### config.mk
export PLATFORM = sky130hd
export DESIGN_NAME = page_run_allocator_table_unit
export DESIGN_NICKNAME = d
export VERILOG_FILES = /design/src/rtl/prat_pkg.sv /design/src/rtl/prat_ram.sv /design/src/rtl/prat_datapath.sv /design/src/rtl/prat_ctrl.sv /design/src/rtl/page_run_allocator_table_unit.sv
export SDC_FILE = /design/constraint.sdc
export NUM_CORES = 2
export LEC_CHECK = 0
export ABC_AREA = 1
export ABC_CLOCK_PERIOD_IN_PS = 15900
export BUFFER_PORTS_ARGS = -buffer_cell sky130_fd_sc_hd__buf_2
export CAP_MARGIN = 20
export CORE_MARGIN = 5
export CORE_UTILIZATION = 30
export DETAILED_ROUTE_END_ITERATION = 6
export GPL_ROUTABILITY_DRIVEN = 0
export PLACE_DENSITY = 0.48
export SETUP_SLACK_MARGIN = 0.2
export SYNTH_ARGS = -nofsm -noshare
export SYNTH_HDL_FRONTEND = slang
export SYNTH_SLANG_ARGS = --single-unit
### constraint.sdc
create_clock -name clk -period 15.9 [get_ports clk]
set_input_delay 0.795 -clock clk [delete_from_list [all_inputs] [get_ports clk]]
set_output_delay 0.795 -clock clk [all_outputs]
set_load 0.02 [all_outputs]
### src/rtl/prat_pkg.sv
`timescale 1ns / 1ps
package prat_pkg;
  localparam int ENTRIES    = 64;
  localparam int PAGE_BYTES = 4096;
  localparam int PAGE_SHIFT = $clog2(PAGE_BYTES);
  localparam int IDX_W      = $clog2(ENTRIES);
  localparam int CNT_W      = IDX_W + 1;
  localparam int SUM_W      = 8 + IDX_W;
  localparam int TOTAL_W    = 14;

  localparam logic [1:0] FUNC_ALLOC     = 2'd0;
  localparam logic [1:0] FUNC_FREE      = 2'd1;
  localparam logic [1:0] FUNC_TRANSLATE = 2'd2;

  localparam logic [1:0] KIND_FREE  = 2'd0;
  localparam logic [1:0] KIND_HEAP  = 2'd1;
  localparam logic [1:0] KIND_STACK = 2'd2;

  localparam logic PAGE_HEAP  = 1'b0;
  localparam logic PAGE_STACK = 1'b1;

  localparam logic [1:0] CFG_HEAP_TOP  = 2'd0;
  localparam logic [1:0] CFG_STACK_TOP = 2'd1;
  localparam logic [1:0] CFG_REAL_BASE = 2'd2;

  typedef struct packed {
    logic [1:0]  kind;
    logic [31:0] addr;
    logic [7:0]  pages;
    logic [15:0] owner;
  } entry_t;

  typedef struct packed {
    logic load;
    logic scan_init;
    logic scan_run;
    logic scan_finish;
    logic total_add;
    logic append_write;
    logic res_fail;
    logic res_ident;
  } cmd_t;

  typedef struct packed {
    logic [1:0] func;
    logic       kind;
    logic       count_zero;
    logic       below_base;
    logic       table_full;
    logic       scan_hit;
    logic       scan_end;
  } stat_t;
endpackage

### src/rtl/prat_ram.sv
`timescale 1ns / 1ps
module prat_ram #(
  parameter int WIDTH = 8,
  parameter int DEPTH = 16
) (
  input  logic                     clk,
  input  logic                     we,
  input  logic [$clog2(DEPTH)-1:0] waddr,
  input  logic [WIDTH-1:0]         wdata,
  input  logic [$clog2(DEPTH)-1:0] raddr,
  output logic [WIDTH-1:0]         rdata
);
  logic [WIDTH-1:0] mem [DEPTH];

  always_ff @(posedge clk) begin
    if (we) begin
      mem[waddr] <= wdata;
    end
    rdata <= mem[raddr];
  end
endmodule

### src/rtl/prat_datapath.sv
`timescale 1ns / 1ps
module prat_datapath import prat_pkg::*; (
  input  logic        clk,
  input  logic        rst,
  input  cmd_t        cmd,
  output stat_t       st,
  input  logic [1:0]  func,
  input  logic        page_kind,
  input  logic [7:0]  page_count,
  input  logic [31:0] address,
  input  logic [15:0] owner_id,
  input  logic        cfg_we,
  input  logic [1:0]  cfg_index,
  input  logic [31:0] cfg_data,
  output logic [31:0] result_address,
  output logic        status
);
  logic [31:0] heap_top, stack_top, real_base;
  logic [1:0]  req_func;
  logic        req_kind;
  logic [7:0]  req_count;
  logic [31:0] req_addr;
  logic [15:0] req_owner;
  logic [CNT_W-1:0]   used, rd_idx;
  logic [IDX_W-1:0]   chk_idx;
  logic               chk_vld;
  logic               any_hit;
  logic [SUM_W-1:0]   sum;
  logic [TOTAL_W-1:0] total, total_next;
  entry_t rd, wdata;
  logic             we;
  logic [IDX_W-1:0] waddr;
  logic reuse_hit, heap_hit, stack_hit, free_hit;
  logic [31:0] app_addr;

  prat_ram #(.WIDTH($bits(entry_t)), .DEPTH(ENTRIES)) u_ram (
    .clk(clk), .we(we), .waddr(waddr), .wdata(wdata),
    .raddr(rd_idx[IDX_W-1:0]), .rdata(rd)
  );

  always_comb begin
    reuse_hit = req_func == FUNC_ALLOC && req_kind == PAGE_HEAP &&
                rd.kind == KIND_FREE && req_count <= rd.pages;
    heap_hit  = req_func == FUNC_TRANSLATE && rd.kind == KIND_HEAP && rd.addr == req_addr;
    stack_hit = req_func == FUNC_TRANSLATE && rd.kind == KIND_STACK &&
                rd.addr == req_addr && rd.owner == req_owner;
    free_hit  = req_func == FUNC_FREE && rd.addr == req_addr;
    total_next = total + TOTAL_W'(req_count);
    app_addr = (req_kind == PAGE_HEAP) ? heap_top - (32'(total) << PAGE_SHIFT)
                                       : stack_top - (32'(req_count) << PAGE_SHIFT);
    st.func       = req_func;
    st.kind       = req_kind;
    st.count_zero = req_count == 8'd0;
    st.below_base = req_addr < real_base;
    st.table_full = used == CNT_W'(ENTRIES);
    st.scan_hit   = chk_vld && (reuse_hit || heap_hit || stack_hit);
    st.scan_end   = !chk_vld && rd_idx == used;
    we    = 1'b0;
    waddr = chk_idx;
    wdata = rd;
    if (cmd.scan_run && chk_vld && reuse_hit) begin
      we         = 1'b1;
      wdata.kind = KIND_HEAP;
      wdata.owner = req_owner;
    end else if (cmd.scan_run && chk_vld && free_hit) begin
      we         = 1'b1;
      wdata.kind = KIND_FREE;
    end else if (cmd.append_write) begin
      we          = 1'b1;
      waddr       = used[IDX_W-1:0];
      wdata.kind  = (req_kind == PAGE_HEAP) ? KIND_HEAP : KIND_STACK;
      wdata.addr  = app_addr;
      wdata.pages = req_count;
      wdata.owner = req_owner;
    end
  end

  always_ff @(posedge clk) begin
    if (rst) begin
      heap_top  <= '0;
      stack_top <= '0;
      real_base <= '0;
      used      <= '0;
      total     <= '0;
      chk_vld   <= 1'b0;
      rd_idx    <= '0;
    end else begin
      if (cfg_we) begin
        case (cfg_index)
          CFG_HEAP_TOP:  heap_top  <= cfg_data;
          CFG_STACK_TOP: stack_top <= cfg_data;
          CFG_REAL_BASE: real_base <= cfg_data;
          default: ;
        endcase
      end
      if (cmd.scan_init) begin
        rd_idx  <= '0;
        chk_vld <= 1'b0;
      end else if (cmd.scan_run) begin
        chk_idx <= rd_idx[IDX_W-1:0];
        if (rd_idx != used) begin
          rd_idx  <= rd_idx + 1'b1;
          chk_vld <= 1'b1;
        end else begin
          chk_vld <= 1'b0;
        end
      end
      if (cmd.total_add) begin
        total <= total_next;
      end
      if (cmd.append_write) begin
        used <= used + 1'b1;
      end
    end
  end

  always_ff @(posedge clk) begin
    if (cmd.load) begin
      req_func  <= func;
      req_kind  <= page_kind;
      req_count <= page_count;
      req_addr  <= address;
      req_owner <= owner_id;
    end
    if (cmd.scan_init) begin
      sum     <= '0;
      any_hit <= 1'b0;
    end else if (cmd.scan_run && chk_vld) begin
      sum <= sum + SUM_W'(rd.pages);
      if (free_hit) begin
        any_hit <= 1'b1;
      end
    end
    if (cmd.res_fail) begin
      result_address <= '0;
      status         <= 1'b1;
    end else if (cmd.res_ident) begin
      result_address <= req_addr;
      status         <= 1'b0;
    end else if (cmd.scan_finish) begin
      result_address <= '0;
      status         <= (req_func == FUNC_FREE) ? !any_hit : 1'b1;
    end else if (cmd.append_write) begin
      result_address <= (req_kind == PAGE_HEAP) ? app_addr : stack_top;
      status         <= 1'b0;
    end else if (cmd.scan_run && chk_vld) begin
      if (reuse_hit) begin
        result_address <= rd.addr;
        status         <= 1'b0;
      end else if (heap_hit) begin
        result_address <= heap_top - rd.addr - (32'(rd.pages) << PAGE_SHIFT) + real_base;
        status         <= 1'b0;
      end else if (stack_hit) begin
        result_address <= real_base + (32'(sum) << PAGE_SHIFT);
        status         <= 1'b0;
      end
    end
  end
endmodule

### src/rtl/prat_ctrl.sv
`timescale 1ns / 1ps
module prat_ctrl import prat_pkg::*; (
  input  logic  clk,
  input  logic  rst,
  input  logic  start,
  input  stat_t st,
  output cmd_t  cmd,
  output logic  busy,
  output logic  done
);
  typedef enum logic [2:0] {
    S_IDLE, S_DECIDE, S_SCAN, S_APPEND, S_WRITE, S_REPLY
  } state_t;
  state_t state;

  always_comb begin
    cmd = '0;
    cmd.load = start && !busy;
    case (state)
      S_DECIDE: begin
        if (st.func == FUNC_ALLOC) begin
          if (st.count_zero) begin
            cmd.res_fail = 1'b1;
          end else if (st.kind == PAGE_HEAP) begin
            cmd.scan_init = 1'b1;
          end
        end else if (st.func == FUNC_TRANSLATE && st.below_base) begin
          cmd.res_ident = 1'b1;
        end else if (st.func == FUNC_FREE || st.func == FUNC_TRANSLATE) begin
          cmd.scan_init = 1'b1;
        end else begin
          cmd.res_fail = 1'b1;
        end
      end
      S_SCAN: begin
        cmd.scan_run    = 1'b1;
        cmd.scan_finish = !st.scan_hit && st.scan_end;
      end
      S_APPEND: begin
        cmd.res_fail  = st.table_full;
        cmd.total_add = !st.table_full && st.kind == PAGE_HEAP;
      end
      S_WRITE: cmd.append_write = 1'b1;
      default: ;
    endcase
  end

  always_ff @(posedge clk) begin
    if (rst) begin
      state <= S_IDLE;
      busy  <= 1'b0;
      done  <= 1'b0;
    end else begin
      case (state)
        S_IDLE: begin
          if (start) begin
            busy  <= 1'b1;
            state <= S_DECIDE;
          end
        end
        S_DECIDE: begin
          if (cmd.scan_init) begin
            state <= S_SCAN;
          end else if (cmd.res_fail || cmd.res_ident) begin
            done  <= 1'b1;
            state <= S_REPLY;
          end else begin
            state <= S_APPEND;
          end
        end
        S_SCAN: begin
          if (st.scan_hit) begin
            done  <= 1'b1;
            state <= S_REPLY;
          end else if (st.scan_end) begin
            if (st.func == FUNC_ALLOC) begin
              state <= S_APPEND;
            end else begin
              done  <= 1'b1;
              state <= S_REPLY;
            end
          end
        end
        S_APPEND: begin
          if (st.table_full) begin
            done  <= 1'b1;
            state <= S_REPLY;
          end else begin
            state <= S_WRITE;
          end
        end
        S_WRITE: begin
          done  <= 1'b1;
          state <= S_REPLY;
        end
        S_REPLY: begin
          done  <= 1'b0;
          busy  <= 1'b0;
          state <= S_IDLE;
        end
        default: state <= S_IDLE;
      endcase
    end
  end

  assert property (@(posedge clk) disable iff (rst) done |=> !busy)
    else $error("busy held after result beat");
  assert property (@(posedge clk) disable iff (rst) (start && !busy) |=> busy)
    else $error("accepted request did not raise busy");
  assert property (@(posedge clk) disable iff (rst) done |-> busy)
    else $error("result beat while idle");
  assert property (@(posedge clk) disable iff (rst)
    $onehot0({cmd.scan_init, cmd.total_add, cmd.append_write, cmd.res_fail}))
    else $error("conflicting datapath commands");
endmodule

### src/rtl/page_run_allocator_table_unit.sv
`timescale 1ns / 1ps
// Page run table: allocate, free and translate requests. One request at a time;
// a request is taken when start is high and busy low. A request that walks the
// table reads one entry per cycle from a single RAM read port. A free walks all
// used entries, while a translate or heap allocate stops at its first hit; the
// table holds at most 64 entries. The result beat is done high for one cycle and
// cannot be stalled, so the receiver must take it then. Config writes are always
// ready and should only be made while busy is low.
module page_run_allocator_table_unit import prat_pkg::*; (
  input  logic        clk,
  input  logic        rst,
  input  logic        start,
  output logic        busy,
  input  logic [1:0]  func,
  input  logic        page_kind,
  input  logic [7:0]  page_count,
  input  logic [31:0] address,
  input  logic [15:0] owner_id,
  output logic        done,
  output logic [31:0] result_address,
  output logic        status,
  input  logic        cfg_valid,
  output logic        cfg_ready,
  input  logic [1:0]  cfg_index,
  input  logic [31:0] cfg_data
);
  cmd_t  cmd;
  stat_t st;

  assign cfg_ready = 1'b1;

  prat_ctrl u_ctrl (
    .clk(clk), .rst(rst), .start(start), .st(st), .cmd(cmd), .busy(busy), .done(done)
  );

  prat_datapath u_dp (
    .clk(clk), .rst(rst), .cmd(cmd), .st(st),
    .func(func), .page_kind(page_kind), .page_count(page_count),
    .address(address), .owner_id(owner_id),
    .cfg_we(cfg_valid && cfg_ready), .cfg_index(cfg_index), .cfg_data(cfg_data),
    .result_address(result_address), .status(status)
  );
endmodule

==> out/results.txt <==
Final #Nets: 13600
global route total overflow: 0
top layer reached by signal wires: met5
top cells by area in the synthesized netlist: sky130_fd_sc_hd__edfxtp_1 69%, sky130_fd_sc_hd__o21ai_0 6.6%, sky130_fd_sc_hd__nor2_1 5.1%, sky130_fd_sc_hd__dfxtp_1 2.9%, sky130_fd_sc_hd__nand2_1 2.5%
Horiz. Die Dim: 749.7 um
achievable clock frequency: 182.5 MHz
I/O pin count: 133
launching element type of the critical path: flop
standard cell area after detailed placement: 0.1736 mm2
run status: finished, final reports clean
synthesized netlist cell count: 13290
reg2reg start: u_dp.u_ram.rdata[40]
Worst Path Required: 16470 ps
floorplan die height: 749.7 um
Area growth, synth to finish: 14.21%
Async SR Flop Fraction: 0
HPWL reported at the end of detailed placement: 333500 um
start point of the critical path: u_dp.u_ram.rdata[40]
unrepaired setup endpoints after global routing: false
filler instances: 53560
data arrival time at the worst-slack endpoint: 6050 ps
CTS tree: done
Top Family by Delay on Critical Path: simple AND/OR/NAND/NOR gates
Avg WL per Cell: 28.50 um
switching power as a share of total power: 0.2407
clock transition at the registers of the reported paths: 60 ps
number of violations reported at the end of detailed-routing iteration 0: 13610
power density relative to cell area: 124.5 mW/mm2
number of antenna violations at the first check in global routing: 43
fin crit period: 5481 ps
Clock power frac: 0.416
leading register cell type out of synthesis: sky130_fd_sc_hd__edfxtp_1
Int Power: 17.72 mW
peak per-stage delay on the critical path: 1000 ps
Post-Route M1 WL: 258400 um
total power of the final layout: 23.34 mW
Storage cell area: 0.1182 mm2
Hold Fails Final Rpt: 0
relative contribution of sequential cells to total power: 0.512
number of distinct standard cells referenced by the synthesized netlist: 58
number of rows in the core area: 271
H-tree Lvls: 5
register area share after synthesis: 0.7197
Post-synth EDFFs: 3777
Critical-path top delay cell: sky130_fd_sc_hd__dfxtp_1
maxcap violations: 0
final instance area: 0.1875 mm2
starting density of the core: 0.3013
Cell Chain, Critical Path: inv_1 -> nand2_1 -> nand4_1 -> nor2_1 -> nand2_1 -> nor2_1 -> nand2_1 -> nor3_4 -> nor3_4 -> inv_2 -> nand2_1 -> nor2_4 -> buf_4 -> buf_4
total instance count after detailed placement: 20070
share of the cycle needed by the critical path after routing: 0.3447
amount of wire on met2 after detailed routing: 274500 um
leakage power total: 61.71 nW
amount of wire on met3 after detailed routing: 44270 um
start point of the worst min-delay path: owner_id[9]
number of standard cells in the layout, taps in and fillers out: 20910
number of pins with negative max-slew slack in the final report: 0
Bufs on Longest Clock Path: 4
pin count of the biggest net entering global routing: 181
clk_lat worst skew: 1020 ps
relative slew slack: 0.1163
via total after detailed routing: 112300
most used cell, CP: sky130_fd_sc_hd__nand2_1
type of the worst setup path: reg -> reg
switching pwr: 5.618 mW
post-synthesis average cell area: 12.35 um2
buffer and inverter count on the worst path: 4
ratio of routed vias to standard cells: 5.371
number of register bits inferred by synthesis: 4013
kind of capture point of the worst setup path: flop
area of the multi-input gates: 0.04138 mm2
number of detailed-route iterations in the first pass: 6
slew at the pin with the worst max-slew slack: 1326 ps
crit-path max FO: 29
CTS Root Cell: sky130_fd_sc_hd__clkbuf_16
final setup violating endpoints: 0
drc violations: 0
global-route wire length before repair: 831500 um
kind of path behind the tightest hold check: in -> reg
post-synthesis instance area: 0.1642 mm2
antenna-violating nets left: 0
clock buffers created by TritonCTS: 419
Routed WL: 595800 um
fraction of layout instances using a drive strength above 1: 0.08615
Setup TNS Final: 0 ps
TritonCTS sink count: 4013
area share of the largest cell type after synthesis: 0.6909
floorplan die area: 0.5621 mm2
proportion of power drawn by combinational gates: 0.072
via count of the first global-routing pass: 104700
Synth warnings: 0
total nets after synthesis: 13580
biggest area consumer among synthesized cells: sky130_fd_sc_hd__edfxtp_1
share of the core filled with cells in the final layout: 0.3441
global-route usage over all layers: 0.2034
Buffers on Ports: 131
Final Skew: 84.91 ps
core box area: 0.5449 mm2
worst vdd rail ir drop: 0.00009830 V
cells in the final DEF, fill, tap and decap left out, types with 9 or more instances in the layout:
cell	instances
sky130_fd_sc_hd__dlygate4sd3_1	54
sky130_fd_sc_hd__xor2_1	38
sky130_fd_sc_hd__o22ai_1	558
sky130_fd_sc_hd__mux2_2	11
sky130_fd_sc_hd__clkinvlp_4	11
sky130_fd_sc_hd__nand3_1	506
sky130_fd_sc_hd__a21oi_1	384
sky130_fd_sc_hd__clkbuf_16	428
sky130_fd_sc_hd__clkbuf_8	15
sky130_fd_sc_hd__o21ai_0	2144
sky130_fd_sc_hd__dfxtp_1	231
sky130_fd_sc_hd__diode_2	11
sky130_fd_sc_hd__nor3_1	28
sky130_fd_sc_hd__inv_1	411
sky130_fd_sc_hd__nor2_4	34
sky130_fd_sc_hd__o211ai_1	119
sky130_fd_sc_hd__bufinv_16	28
sky130_fd_sc_hd__clkinv_2	79
sky130_fd_sc_hd__or2_2	9
sky130_fd_sc_hd__nor2_1	2183
sky130_fd_sc_hd__buf_12	23
sky130_fd_sc_hd__nand2_1	1087
sky130_fd_sc_hd__o21ai_4	33
sky130_fd_sc_hd__a31oi_1	21
sky130_fd_sc_hd__ha_1	151
sky130_fd_sc_hd__buf_4	254
sky130_fd_sc_hd__clkinv_1	73
sky130_fd_sc_hd__xnor2_1	38
sky130_fd_sc_hd__o221ai_1	369
sky130_fd_sc_hd__inv_6	39
sky130_fd_sc_hd__nand4_1	81
sky130_fd_sc_hd__o21a_1	10
sky130_fd_sc_hd__buf_2	131
sky130_fd_sc_hd__fa_1	44
sky130_fd_sc_hd__inv_2	15
sky130_fd_sc_hd__a32o_1	12
sky130_fd_sc_hd__edfxtp_1	3777
sky130_fd_sc_hd__clkbuf_1	126
Yosys cell counts, types with 119 or more instances:
| cell | number |
|---|---|
| sky130_fd_sc_hd__edfxtp_1 | 3777 |
| sky130_fd_sc_hd__nor2_1 | 2217 |
| sky130_fd_sc_hd__o21ai_0 | 2176 |
| sky130_fd_sc_hd__nand2_1 | 1091 |
| sky130_fd_sc_hd__clkbuf_1 | 611 |
| sky130_fd_sc_hd__o22ai_1 | 560 |
| sky130_fd_sc_hd__nand3_1 | 507 |
| sky130_fd_sc_hd__inv_1 | 445 |
| sky130_fd_sc_hd__a21oi_1 | 386 |
| sky130_fd_sc_hd__o221ai_1 | 369 |
| sky130_fd_sc_hd__dfxtp_1 | 236 |
| sky130_fd_sc_hd__buf_2 | 181 |
| sky130_fd_sc_hd__ha_1 | 151 |
| sky130_fd_sc_hd__o211ai_1 | 119 |
metrics by stage:
stage               worst slack, ps  hold WS, ps
floorplan                      9634        402.9
global placement              10500        456.7
detailed placement            10490        466.3
CTS                           10460        3.661
global route                  10280        46.00
finish                        10420        78.09
what timing repair did:
| action | in CTS | in global routing |
|---|---|---|
| hold buffers | 54 | 0 |
| endpoints found under the hold margin | 55 | 0 |
| setup buffers | 0 | 0 |
| resized for setup | 0 | 0 |
layer usage:
layer	vias up	GRT usage
met5	-	0
met4	14	0.05883
met3	816	0.03031
met2	4613	0.3251
met1	57800	0.2867
li1	49060	-
final timing paths:
kind                            endpoint  slack [ps]  cells past startpoint
hold / removal         u_dp.req_owner[9]          80                      1
setup reg to reg  u_dp.u_ram.mem[15][11]       10420                     14
setup / recovery  u_dp.u_ram.mem[15][11]       10420                     14
hold reg to reg             u_dp.any_hit         480                      1
state kept, by name, indices dropped and copies added (netlist names):
| register | count |
|---|---|
| u_dp.chk_vld | 1 |
| u_dp.u_ram.rdata | 58 |
| u_ctrl.busy | 1 |
| u_dp.req_count | 8 |
| u_dp.u_ram.mem | 3712 |
| u_dp.total | 14 |
| u_dp.sum | 14 |
| u_dp.any_hit | 1 |
| u_dp.chk_idx | 6 |
| u_dp.result_address | 32 |
| u_dp.status | 1 |
| u_dp.req_owner | 16 |
| u_dp.rd_idx | 7 |
| u_dp.real_base | 32 |
| u_dp.used | 7 |
| u_dp.req_addr | 32 |
| u_dp.stack_top | 32 |
| u_ctrl.done | 1 |
| u_ctrl.state | 3 |
| u_dp.req_kind | 1 |
| u_dp.req_func | 2 |
| u_dp.heap_top | 32 |
logic make-up after synthesis:
kind of cell,after synthesis,share of synthesized area
xor gates and xnor gates,76,0.004055
DFF,4013,0.7197
other,1,0.00002284
adders and majority gates,195,0.01687
AOI/OAI and AO/OA,3686,0.1281
muxes,11,0.0007546
buffers and inverters,1335,0.03298
and+or+nand+nor,3972,0.09750
final cells by class:
class | instances | share of cell area
Antenna cell | 11 | 0.0001468
Sequential cell | 4013 | 0.6303
Clock inverter | 207 | 0.01006
Tap cell | 7234 | 0.04828
Multi-Input combinational cell | 7941 | 0.2207
Timing Repair Buffer | 464 | 0.01930
Clock buffer | 569 | 0.06075
Inverter | 468 | 0.01046
power by group through the flow:
stage	logic, mW	clock network, mW	registers (mW)
after floorplan	0.901	0	12.2
after global placement	1.64	0	12.2
after detailed placement	1.64	0	12.2
after CTS	1.66	9.87	11.9
after global routing	1.81	10.3	12.0
final	1.67	9.72	12.0
(Power assumes the default switching activity.)
